File: src/rtl/core/lspc_pkg.sv
// Package for the layered sprite pixel compositor.
// Holds the display size, the pixel beat type, sprite art, palette and code lookups.
// No dependencies.
package lspc_pkg;

  // Display size
  localparam int DISPLAY_WIDTH  = 80;
  localparam int DISPLAY_HEIGHT = 8;

  // Sprite geometry
  localparam int TILE_W     = 8;
  localparam int TILE_H     = 7;
  localparam int BODY_W     = 10;
  localparam int BODY_H     = 7;
  localparam int HEAD_W     = 9;
  localparam int HEAD_H     = 7;
  localparam int HEAD_SHIFT = 6;

  localparam logic [23:0] BACKGROUND_RGB = 24'h004080;

  // Colour codes used in the sprite art
  localparam logic [7:0] CODE_CLEAR  = " ";
  localparam logic [7:0] CODE_WHITE  = "W";
  localparam logic [7:0] CODE_GRAY   = "G";
  localparam logic [7:0] CODE_DOT    = ".";
  localparam logic [7:0] CODE_RED    = "r";
  localparam logic [7:0] CODE_ORANGE = "o";
  localparam logic [7:0] CODE_YELLOW = "y";
  localparam logic [7:0] CODE_GREEN  = "g";
  localparam logic [7:0] CODE_BLUE   = "b";
  localparam logic [7:0] CODE_PURPLE = "p";
  localparam logic [7:0] CODE_CHEEK  = "s";
  localparam logic [7:0] CODE_PINK   = "P";
  localparam logic [7:0] CODE_SPRINK = "f";

  // One pixel request beat
  typedef struct packed {
    logic [7:0] frame_index;
    logic [6:0] cat_position;
    logic [2:0] pixel_row;
    logic [6:0] pixel_col;
  } pix_t;

  // Sprite art, first character in the top bits, row-major
  localparam logic [8*TILE_W*TILE_H-1:0] TILE_ART = {
    "rrrr    ",
    "oooorrrr",
    "yyyyoooo",
    "ggggyyyy",
    "bbbbgggg",
    "ppppbbbb",
    "    pppp"
  };

  localparam logic [8*BODY_W*BODY_H-1:0] BODY_ART = {
    " BBBBBBBB ",
    "BPPPPfPPPB",
    "BPfPPPPPPB",
    "BPPPfPPfPB",
    "BPPPPPPPPB",
    "BPfPPfPPPB",
    " BBBBBBBB "
  };

  localparam logic [8*HEAD_W*HEAD_H-1:0] HEAD_ART = {
    " BB   BB ",
    " BGBBBGB ",
    "BGWBGWBGB",
    "BGBBGBBGB",
    "BsGGGGGsB",
    " BGGGGGB ",
    "  BBBBB  "
  };

  function automatic logic [7:0] tile_code(input logic [5:0] idx);
    return TILE_ART[8*(TILE_W*TILE_H-1-int'(idx)) +: 8];
  endfunction

  function automatic logic [7:0] body_code(input logic [6:0] idx);
    return BODY_ART[8*(BODY_W*BODY_H-1-int'(idx)) +: 8];
  endfunction

  function automatic logic [7:0] head_code(input logic [5:0] idx);
    return HEAD_ART[8*(HEAD_W*HEAD_H-1-int'(idx)) +: 8];
  endfunction

  // Map a colour code to 24-bit RGB
  function automatic logic [23:0] palette(input logic [7:0] code);
    logic [23:0] rgb;
    case (code)
      CODE_WHITE:  rgb = 24'hffffff;
      CODE_GRAY:   rgb = 24'h808080;
      CODE_DOT:    rgb = 24'h004080;
      CODE_RED:    rgb = 24'hff0000;
      CODE_ORANGE: rgb = 24'hff8000;
      CODE_YELLOW: rgb = 24'hffff00;
      CODE_GREEN:  rgb = 24'h00ff00;
      CODE_BLUE:   rgb = 24'h0080ff;
      CODE_PURPLE: rgb = 24'h8000ff;
      CODE_CHEEK:  rgb = 24'hff8080;
      CODE_PINK:   rgb = 24'hff80ff;
      CODE_SPRINK: rgb = 24'hff0080;
      default:     rgb = 24'h000000;
    endcase
    return rgb;
  endfunction

endpackage

File: src/rtl/core/lspc_shade.sv
// Combinational layer compositing for one pixel.
// Depends on lspc_pkg for geometry, sprite art and palette.
module lspc_shade (
  input  lspc_pkg::pix_t pix,
  output logic [23:0]    rgb
);

  localparam logic [8:0] DispW = 9'(lspc_pkg::DISPLAY_WIDTH);
  localparam logic [6:0] DispH = 7'(lspc_pkg::DISPLAY_HEIGHT);

  logic [2:0] phase;
  logic [2:0] ph1, ph2, ph3;
  logic       wob1, wob2, wob3;
  logic [7:0] col8, pos8;
  logic [7:0] shifted;
  logic [7:0] tile_start;
  logic [7:0] tile_lim;
  logic       tile_hit;
  logic [2:0] tile_row;
  logic [7:0] tile_ch;
  logic [7:0] body_dx;
  logic [2:0] body_dy;
  logic       body_hit;
  logic [7:0] body_ch;
  logic [7:0] head_x0;
  logic [7:0] head_dx;
  logic [2:0] head_dy;
  logic       head_hit;
  logic [7:0] head_ch;
  logic       off_disp;

  // Frame phase and wobble bits
  assign phase = pix.frame_index[2:0];
  assign ph1   = phase + 3'd1;
  assign ph2   = phase + 3'd2;
  assign ph3   = phase + 3'd3;
  assign wob1  = ph1[2];
  assign wob2  = ph2[2];
  assign wob3  = ph3[2];

  assign col8 = {1'b0, pix.pixel_col};
  assign pos8 = {1'b0, pix.cat_position};

  // Rainbow tile: tile starts left of the position, rows 1 and below
  assign shifted    = col8 + {5'd0, phase};
  assign tile_start = {shifted[7:3], 3'b000};
  assign tile_lim   = pos8 + {5'd0, phase};
  assign tile_row   = pix.pixel_row - 3'd1;
  assign tile_hit   = (tile_start < tile_lim) && (pix.pixel_row != 3'd0);
  assign tile_ch    = tile_hit ? lspc_pkg::tile_code({tile_row, shifted[2:0]})
                               : lspc_pkg::CODE_CLEAR;

  // Body sprite at (pos, wobble 2)
  assign body_dx  = col8 - pos8;
  assign body_dy  = pix.pixel_row - {2'b00, wob2};
  assign body_hit = (col8 >= pos8) && (pix.pixel_row >= {2'b00, wob2}) &&
                    (body_dx < 8'(lspc_pkg::BODY_W)) &&
                    (body_dy < 3'(lspc_pkg::BODY_H));
  assign body_ch  = body_hit
                    ? lspc_pkg::body_code(7'(body_dy) * 7'(lspc_pkg::BODY_W) +
                                          7'(body_dx[3:0]))
                    : lspc_pkg::CODE_CLEAR;

  // Head sprite overlapping the body's right end, wobbling both ways
  assign head_x0  = pos8 + {7'd0, wob3} + 8'(lspc_pkg::HEAD_SHIFT);
  assign head_dx  = col8 - head_x0;
  assign head_dy  = pix.pixel_row - {2'b00, wob1};
  assign head_hit = (col8 >= head_x0) && (pix.pixel_row >= {2'b00, wob1}) &&
                    (head_dx < 8'(lspc_pkg::HEAD_W)) &&
                    (head_dy < 3'(lspc_pkg::HEAD_H));
  assign head_ch  = head_hit
                    ? lspc_pkg::head_code(6'(head_dy) * 6'(lspc_pkg::HEAD_W) +
                                          6'(head_dx[3:0]))
                    : lspc_pkg::CODE_CLEAR;

  assign off_disp = ({2'b00, pix.pixel_col} >= DispW) ||
                    ({4'd0, pix.pixel_row} >= DispH);

  // Back to front, later wins, clear transparent, off-display black
  always_comb begin
    rgb = lspc_pkg::BACKGROUND_RGB;
    if (tile_ch != lspc_pkg::CODE_CLEAR) begin
      rgb = lspc_pkg::palette(tile_ch);
    end
    if (body_ch != lspc_pkg::CODE_CLEAR) begin
      rgb = lspc_pkg::palette(body_ch);
    end
    if (head_ch != lspc_pkg::CODE_CLEAR) begin
      rgb = lspc_pkg::palette(head_ch);
    end
    if (off_disp) begin
      rgb = 24'h000000;
    end
  end

endmodule

File: src/rtl/core/layered_sprite_pixel_compositor.sv
// Top level of the layered sprite pixel compositor: beat registers and handshake.
// Depends on lspc_pkg and lspc_shade.
//
// Computes one display pixel per beat from frame, sprite position, row and
// column, with no framebuffer. Throughput is one pixel per clock while
// out_stall is low. The result passes through two register stages (the
// input register, then the layer logic into the result register). Both
// channels use valid/stall; a stalled result holds while one more beat can
// still be taken into the input register. There is no configuration and no
// state beyond the pipeline.
module layered_sprite_pixel_compositor (
  input  logic       clk,
  input  logic       rst_n,
  input  logic       in_valid,
  output logic       in_stall,
  input  logic [7:0] in_frame_index,
  input  logic [6:0] in_cat_position,
  input  logic [2:0] in_pixel_row,
  input  logic [6:0] in_pixel_col,
  output logic       out_valid,
  input  logic       out_stall,
  output logic [7:0] out_red,
  output logic [7:0] out_green,
  output logic [7:0] out_blue
);

  lspc_pkg::pix_t pix_r;
  logic           pix_vld_r, pix_vld_nxt;
  logic [23:0]    rgb_r;
  logic [23:0]    rgb_nxt;
  logic           out_vld_r, out_vld_nxt;
  logic           in_load;
  logic           out_load;

  // Handshake: result stage frees up when empty or taken
  assign out_load = !out_vld_r || !out_stall;
  assign in_stall = pix_vld_r && !out_load;
  assign in_load  = in_valid && !in_stall;

  always_comb begin
    pix_vld_nxt = pix_vld_r;
    if (in_load) begin
      pix_vld_nxt = 1'b1;
    end else if (out_load) begin
      pix_vld_nxt = 1'b0;
    end
    out_vld_nxt = out_load ? pix_vld_r : out_vld_r;
  end

  // Advance valid bits
  always_ff @(posedge clk) begin
    if (!rst_n) begin
      pix_vld_r <= 1'b0;
      out_vld_r <= 1'b0;
    end else begin
      pix_vld_r <= pix_vld_nxt;
      out_vld_r <= out_vld_nxt;
    end
  end

  // Capture the input beat
  always_ff @(posedge clk) begin
    if (in_load) begin
      pix_r.frame_index  <= in_frame_index;
      pix_r.cat_position <= in_cat_position;
      pix_r.pixel_row    <= in_pixel_row;
      pix_r.pixel_col    <= in_pixel_col;
    end
  end

  lspc_shade u_shade (
    .pix (pix_r),
    .rgb (rgb_nxt)
  );

  // Capture the composited colour
  always_ff @(posedge clk) begin
    if (out_load && pix_vld_r) begin
      rgb_r <= rgb_nxt;
    end
  end

  assign out_valid = out_vld_r;
  assign out_red   = rgb_r[23:16];
  assign out_green = rgb_r[15:8];
  assign out_blue  = rgb_r[7:0];

endmodule
File: config.mk
export PLATFORM = sky130hd
export DESIGN_NAME = layered_sprite_pixel_compositor
export DESIGN_NICKNAME = d
export VERILOG_FILES = /design/src/rtl/core/lspc_pkg.sv /design/src/rtl/core/lspc_shade.sv /design/src/rtl/core/layered_sprite_pixel_compositor.sv
export SDC_FILE = /design/constraint.sdc
export NUM_CORES = 1
export LEC_CHECK = 0
export BUFFER_PORTS_ARGS = -buffer_cell sky130_fd_sc_hd__buf_2
export CORE_MARGIN = 10
export CORE_UTILIZATION = 30
export DETAILED_ROUTE_END_ITERATION = 8
export GPL_TIMING_DRIVEN = 0
export SYNTH_ARGS = -nofsm -noshare
export SYNTH_HDL_FRONTEND = slang
export SYNTH_SLANG_ARGS = --single-unit
export TNS_END_PERCENT = 10
File: constraint.sdc
create_clock -name clk -period 12.7 [get_ports clk]
set_input_delay 1.27 -clock clk [delete_from_list [all_inputs] [get_ports clk]]
set_output_delay 1.27 -clock clk [all_outputs]
set_load 0.05 [all_outputs]
==> results summary, run 1 <==
The final-layout setup total negative slack came out at 0 ns. The leakage power is around 2.1 nW. The power density over cell area is around 200 nW/um^2. The number of gates given a new drive strength after cts came out at 0. The overall power came out at 0.994 mW.

The synthesis warning total came out at 0. The largest vdd supply drop is 0.0718 mV. Summing all non-filler instances in the final layout gives an area of 5040 um^2.

The worst setup path is captured at a flip-flop. The number of pins exceeding their max-slew limit in the final report is 0. The number of setup violations in the final report is 0. The count of hold-fix buffers inserted at cts is 0. The detailed router finished its first iteration with 219 violations. The starting utilization of the core area is about 30%. Buffers inserted during clock tree synthesis total 5. The max capacitance violation total is 0. The post-detailed-placement half-perimeter wirelength is 8750 um.

Timing would allow up to roughly 180 MHz. The root buffer cell is clkbuf_16. After synthesis, the share of flip-flops with an asynchronous set or reset is 0%. The number of diodes added for antenna fixing is 0. The overall die area is 19900 um^2.

The standard-cell row count came out at 44. The cell total after placement is 765. The total grt overflow came out at 0. The most common cell after layout, fill and taps aside is buf_2.

The number of hold violations in the final report came to 0. No sink is reached through more buffers than the 2 on the longest clock path. The worst slew slack as a fraction of its limit came out at 11.3%.

The critical path is of the flip-flop to flip-flop type. The number of instances on the worst hold path is 2. The number of remaining DRC errors is 0.

The setup fix buffers added after clock tree synthesis came out at 0. The number of optimization iterations in the first detailed-route pass is 4. The clock sink count came out at 29.

The number of global-route vias before repair is 3886. The clock-pin slew on the worst setup and hold paths came out at 0.05 ns. The number of H-tree levels came out at 2. The source-to-sink clock delay at the later pin of the worst-skew pair is roughly 0.28 ns.

The endpoint arrival time on the critical path came out at 5.56 ns. Of the cells placed in the final design, the portion with a size suffix greater than 1 is 17.8%. The total placed instance area came out at 4880 um^2. In the final routed layout, each cell accounts on average for 13.9 um. After synthesis the cells add up to approximately 4400 um^2.

The clock arrives with 0.0105 ns of skew. The CTS tree is yes. The part of the cycle the worst path needs is 42.7%.

The remaining antenna violation count after routing is 0. The final layout contains 670 nets. The detail-routed via count per cell came out at 5.26. Entering global routing, the biggest net connects 21 pins. The number of buffers inserted by port buffering is 49. The number of standard cells after synthesis is 531. The synthesized flop and latch total is 29. The final RePlAce weighted congestion came out at 0.870. The share of synthesized area occupied by flip-flops and latches is between 15 and 20%. For this run, the leading register cell type out of synthesis is edfxtp_1. The number of synthesized flops with an enable pin is 27. The worst path in the final design needs a cycle of 5.43 ns, including I/O delays and setup. Setup repair after global routing left no endpoint under its margin. The actual slew at the worst max-slew pin is 1.32 ns.

The die boundary height is 141 um. The number of cell instances on the worst register-to-register path is 17. From synthesis to final layout, the design area changed by 14.9%.

The flow ran to the end, and the final reports show no timing, DRC or antenna violations. The post-synthesis cell type count came out at between 70 and 80. The vias after detailed routing is 4064. From left edge to right edge, the die measures 141 um.

The peak fanout along the critical path is 7. The placeable core region is 14400 um^2. STA puts the critical path data required time at roughly 13 ns.

In the layout the commonest cells are buf_2 (53), ha_1 (48), nor2_1 (45). Final hold analysis gives a worst-case slack of 0.503 ns. The tightest min-delay check is of the flip-flop to flip-flop type.

The post-synthesis average cell area is 8.27 um^2. The final wirelength came out at between 10000 and 15000 um. The wire length of the first global-routing pass is ~18000 um. Excluding fillers, the count of instances in the completed layout stands at 773. In this run the count of I/O pins placed on the die edge is 55.

The kind of start point of the critical path is a flip-flop. Counting every net in the synthesized netlist gives 613. The number of antenna violations at the first check in global routing is 0. The global-route usage over all layers is 10.6%.
-- routing by layer --
layer	vias up	wire length (um)	GRT usage, %
met5	-	0	0
met4	0	59	2.34
met3	7	651	2.75
met2	119	4740	16.8
met1	1880	5290	14.2
li1	2058	-	-
-- cells in the mapped netlist (3+ instances only) --
library cell   n  area share (%)
ha_1          48              14
nor2_1        45             3.8
nand2_1       39             3.3
inv_1         34             2.9
xnor2_1       33             6.6
a21oi_1       31             3.5
edfxtp_1      27              18
o21ai_0       19             2.2
buf_4         18             3.1
nand3_1       15             1.7
clkbuf_1      13             1.1
xor2_1        13             2.6
nor2b_1       12             1.7
nor3_1        12             1.4
nand2b_1      11             1.6
or3_1          9             1.3
nand4_1        7             1.0
o211ai_1       7             1.2
or2_2          6            0.85
a2111oi_0      5             1.0
a221o_1        5             1.1
and3_1         5            0.71
fa_1           5             2.3
mux2i_1        5             1.1
a211o_1        4            0.80
a211oi_1       4            0.68
and2_1         4            0.57
buf_2          4            0.46
nor4_1         4            0.57
o21a_1         4            0.68
o2bb2ai_1      4            0.80
o31ai_1        4            0.68
a21o_1         3            0.51
a31o_2         3            0.60
a31oi_1        3            0.43
nand3b_1       3            0.51
o2111ai_1      3            0.60
o22ai_1        3            0.43
-- worst max-delay path: stages, from the launching register on --
cell and delay, ns:
edfxtp_1 0.49, nor2_1 0.17, xnor2_1 0.13, ha_1 0.19, inv_1 0.05, ha_1 0.32
fa_1 0.49, ha_1 0.32, ha_1 0.24, inv_1 0.08, fa_1 0.45, or2_2 0.36
nor4_1 0.33, xor2_1 0.47, o41ai_1 0.25, a21o_1 0.25, or4b_1 0.51, a21oi_1 0.15
-- metrics by stage --
stage               util, %  setup WS (ns)
floorplan                 -           7.82
global placement       33.7           7.38
detailed placement     33.8           7.35
CTS                    35.0           7.31
global route           35.0           6.73
finish                 35.0           7.27
-- report_power, final --
part           switching, mW  internal, mW  leakage [nW]  total [mW]
Clock                 0.0444        0.0921        0.0808       0.137
Combinational          0.447         0.290          1.73       0.737
Sequential           0.00658         0.114         0.277       0.120
-- flip-flops by register name (all words and copies together) (netlist names) --
register and flops:
pix_r 20, rgb_r 7, out_valid 1, pix_vld_r 1
-- final timing paths --
path              startpoint  slack [ns]        end
setup / recovery   pix_r[18]        7.27  rgb_r[13]
hold / removal     pix_vld_r        0.50  out_valid
setup reg to reg   pix_r[18]        7.27  rgb_r[13]
hold reg to reg    pix_vld_r        0.50  out_valid
-- logic make-up after synthesis --
logic type | after synthesis | share of synthesized area (%)
flip-flops | 29 | 19.4
AND/OR/NAND/NOR | 185 | 21.7
multiplexers | 7 | 1.91
XOR/XNOR | 50 | 10.9
buffers and inverters | 70 | 7.64
AO/OA/AOI/OAI | 136 | 22.3
adder cells (fa/ha/maj) | 54 | 16.2
-- cell type report --
cell class	count	area [um^2]
multi-input combinational	432	3210
inverter	35	131
clock buffer	6	129
sequential	29	851
tap	184	230
timing repair buffer	50	255
buffer	35	204
fill	1516	9380
clock inverter	2	35.0
(Power assumes the default switching activity.)
==> run 2: changes to the inputs <==
==> constraint.sdc (replaced) <==
create_clock -name clk -period 4.39 [get_ports clk]
set_input_delay 0.439 -clock clk [delete_from_list [all_inputs] [get_ports clk]]
set_output_delay 0.439 -clock clk [all_outputs]
set_load 0.05 [all_outputs]
==> run 2 against run 1 <==
Compared with the run above: the flow now finishes with violations (setup timing); power grew to 3.6 times the previous value; via count is 3.7% higher; global-route usage is 0.43 points higher; first-iteration DRC count is 10% lower; sequential cell count unchanged; clock power increased by 140%; non-clock buffer count up 23; worst setup slack worse by 7.7 ns; routed wire length increased by 5.1%; design area increased by 12%; critical path depth grew 3; core utilization is 4.3 points higher; critical path type unchanged; largest cell class unchanged; largest power group unchanged.
==> results summary, run 2 (synthesis results as in run 1) <==
The routed wire length per instance came to 14.2 um (+2.0%). The endpoint identified for the worst register-to-register timing path is rgb_r[13]. The iteration-0 DRC count of the detailed router was 197 (-10%). The achievable frequency came to 206 MHz (+12%). The start point of the critical path is pix_r[17]. The number of hold violations in the final report came to 0 (unchanged).

The cell total after placement was 765 (unchanged). The number of remaining DRC errors came out at 0 (unchanged). The proportion of power drawn by flip-flops and latches is 9.8% (-2.3 points). TritonCTS built the clock tree. The net count reported at finish came out at 693 (+3.4%). The clock share of power came out at 9.4% (-4.3 points). The area occupied by registers came out at 851 um^2 (unchanged). The highest cell delay on the worst timing path came out at 0.55 ns (+0.04 ns). The remaining antenna violation count after routing came out at 0 (unchanged). The run finished, with violations left. The leakage power was 2.33 nW (+12%).

The setup clock skew after layout is 0.00844 ns (-0.00206 ns). The top-level port count came out at 55 (unchanged). The final-layout setup total negative slack came out at -2.33 ns (-2.33 ns). The largest registers in the layout are pix_r: 20 flops, rgb_r: 7 flops.

The detail-routed via count per cell came out at 5.30 (+0.74%). The number of pins exceeding their max-slew limit in the final report came out at 0 (unchanged). The floorplan die width is 141 um (unchanged). The standard-cell row count came to 44 (unchanged). On the critical path, the stage with the largest delay is an instance of or4b_4.

The final RePlAce weighted congestion is 0.869 (-0.10%). Leaving out fill and tap cells, the most frequent cells in the layout are buf_2 (51), nor2_1 (40), nand2_1 (39), buf_4 (39), ha_1 (39). The part of the cycle the worst path needs came out at 111% (+68 points). The wire length of the first global-routing pass is 19200 um (+5.6%).

The overall die area is 19900 um^2 (unchanged). Leaving out fill and tap cells, the most frequent cell in the layout is buf_2. The number of flip-flops in the largest register came out at 20 (unchanged). The number of filler instances in the final layout came out at 1447 (-4.6%). Setup repair after global routing could not meet its margin everywhere. By instance count, the cell type seen most on the critical path is ha_4. pix_r holds more flip-flops than any other register. The count of hold-fix buffers inserted at cts is 0 (unchanged). The area of all placed cells without fillers came to 5670 um^2 (+12%).

The overall power was 3.56 mW (+260%). The total clock buffers created by CTS is 5 (unchanged). The die boundary height is 141 um (unchanged). The checks that failed: setup timing.

The maximum number of pins on one net before global-route repair is 21 (unchanged). The number of setup violations in the final report came out at 7 (+7). The part of the power in combinational logic came out at 80.8% (+6.6 points). The largest vdd supply drop came out at 0.264 mV (+270%). The number of diodes added for antenna fixing was 0 (unchanged). The global-route usage over all layers is 11.1% (+0.43 points). The share of post-route cells with drive strength above 1 came out at 30.6% (+13 points). The number of buffers on the longest clock path came out at 2 (unchanged). The clock-pin slew on the worst setup and hold paths came out at 0.06 ns (about the same). The multi-input logic area came out at 3610 um^2 (+13%). The number of cell instances on the worst register-to-register path is 20 (+3). The peak fanout along the critical path is 6 (-1). The root buffer cell chosen for the clock tree is clkbuf_16. The number of optimization iterations in the first detailed-route pass is 5 (+1). The power density over cell area is 628 nW/um^2 (+220%). The minimum clock period came out at 4.86 ns (-0.572 ns).

The source-to-sink clock delay at the later pin of the worst-skew pair is 0.28 ns (about the same). The total placed instance area came out at 5050 um^2 (+3.5%). The required time of the critical path is 4.52 ns (-8.31 ns). The worst setup path is of the flip-flop to flip-flop kind.

The worst setup path is captured at a flip-flop. The net switching power is 1.71 mW (+240%). The total grt overflow came out at 0 (unchanged). The placeable core region came out at 14400 um^2 (unchanged). The clock sink count is 29 (unchanged). The number of global-route vias before repair is 4186 (+7.7%). The switching power share of the total came out at 47.9% (-2.2 points). The synthesis-to-finish area growth came out at 29.1%. The number of H-tree levels came to 2 (unchanged).

The vias after detailed routing is 4216 (+3.7%). The max capacitance violation total is 0 (unchanged). The number of antenna violations at the first check in global routing is 0 (unchanged). The actual slew at the worst max-slew pin was 1.25 ns (-0.0674 ns). The least setup slack across all paths after layout came out at -0.467 ns (-7.74 ns). The endpoint arrival time on the critical path came out at 4.98 ns (-0.58 ns). The post-detailed-placement half-perimeter wirelength is 9000 um (+2.9%). The slack of the worst reg-to-reg path came out at -0.47 ns (-7.74 ns). The final wirelength came out at 11300 um (+5.1%). The class of the tightest hold or removal check is input pin to flip-flop. The startpoint identified for the worst register-to-register timing path is pix_r[17]. The starting utilization of the core area is 30.4% (unchanged). The cell-internal power was 1.86 mW (+270%). The critical path ends at rgb_r[13]. The critical path goes through nor2_2, xnor2_2, ha_2, inv_2, ha_4, fa_2, ha_4, ha_4, inv_2, fa_2, xnor2_2, buf_6, nand4_1, o221a_4, o21ai_2, a221o_1, o211a_1, a21o_1, or4b_4, a21oi_2. The number of buffers inserted by port buffering was 49 (unchanged). The count of placed standard cells in the final layout, fillers left out came out at 796 (+3.0%). The kind of start point of the critical path is a flip-flop. The worst slew slack as a fraction of its limit is 15.8% (+4.5 points).
[run 2: cell count changes in the layout (fill, tap and decap cells not counted), sizes merged]
cell and delta:
buf +26, clkbuf -3, clkinv +2, bufinv -1, clkdlybuf4s18 -1
[run 2: timing repair]
action | CTS | global route
setup endpoints to repair | 7 | 7
gates cloned | 0 | 0
endpoints found under the hold margin | 0 | 0
buffers inserted | 15 | 10
resized for setup | 21 | 36
pin swaps | 11 | 34
[run 2: cell type report]
cell class | instances | share of cell area, %
buffer | 33 | 4.02
clock buffer | 5 | 2.21
clock inverter | 3 | 0.309
inverter | 35 | 2.41
multi-input combinational | 432 | 63.7
sequential | 29 | 15.0
tap | 184 | 4.06
timing repair buffer | 75 | 8.28
[run 2: how the worst min path moves through the flow]
stage	from	to	cells past startpoint	slack (ns)
floorplan	pix_vld_r	out_valid	2	0.47
global placement	pix_vld_r	out_valid	2	0.48
detailed placement	pix_vld_r	out_valid	2	0.51
CTS	in_frame_index[1]	pix_r[18]	1	0.33
global route	in_frame_index[1]	pix_r[18]	1	0.33
finish	in_cat_position[6]	pix_r[16]	1	0.33
[run 2: critical path: cells and delay by family (launching register included)]
kind | cells | cell delay, ns
AND/OR/NAND/NOR | 3 | 0.83
AO/OA/AOI/OAI | 6 | 1.11
buffers and inverters | 3 | 0.23
adder cells (fa/ha/maj) | 6 | 1.84
flip-flops | 1 | 0.41
XOR/XNOR | 2 | 0.30
[run 2: power by group through the flow]
stage               Sequential, mW  Clock (mW)  Combinational (mW)
finish                       0.349       0.335                2.88
global route                 0.352       0.352                3.14
CTS                          0.349       0.341                2.56
detailed placement           0.355           0                2.28
global placement             0.354           0                2.25
floorplan                    0.373           0                1.86
[run 2: stage by stage]
step           setup WS [ns]  util (%)  hold slack (ns)
6_report              -0.467      39.3            0.333
5_1_grt               -0.622      39.3            0.328
4_1_cts               -0.395      37.5            0.327
3_5_place_dp          -0.694      35.0            0.506
3_3_place_gp          -0.665      35.0            0.482
2_1_floorplan         -0.252         -            0.466
[run 2: layer usage]
metal | wire, um | global-route usage, % | up-vias | part of all wire (%)
met5 | 0 | 0 | - | 0
met4 | 206 | 2.72 | 0 | 1.8
met3 | 687 | 2.79 | 15 | 6.1
met2 | 5300 | 18.7 | 123 | 47
met1 | 5080 | 13.7 | 1972 | 45
li1 | - | - | 2106 | -
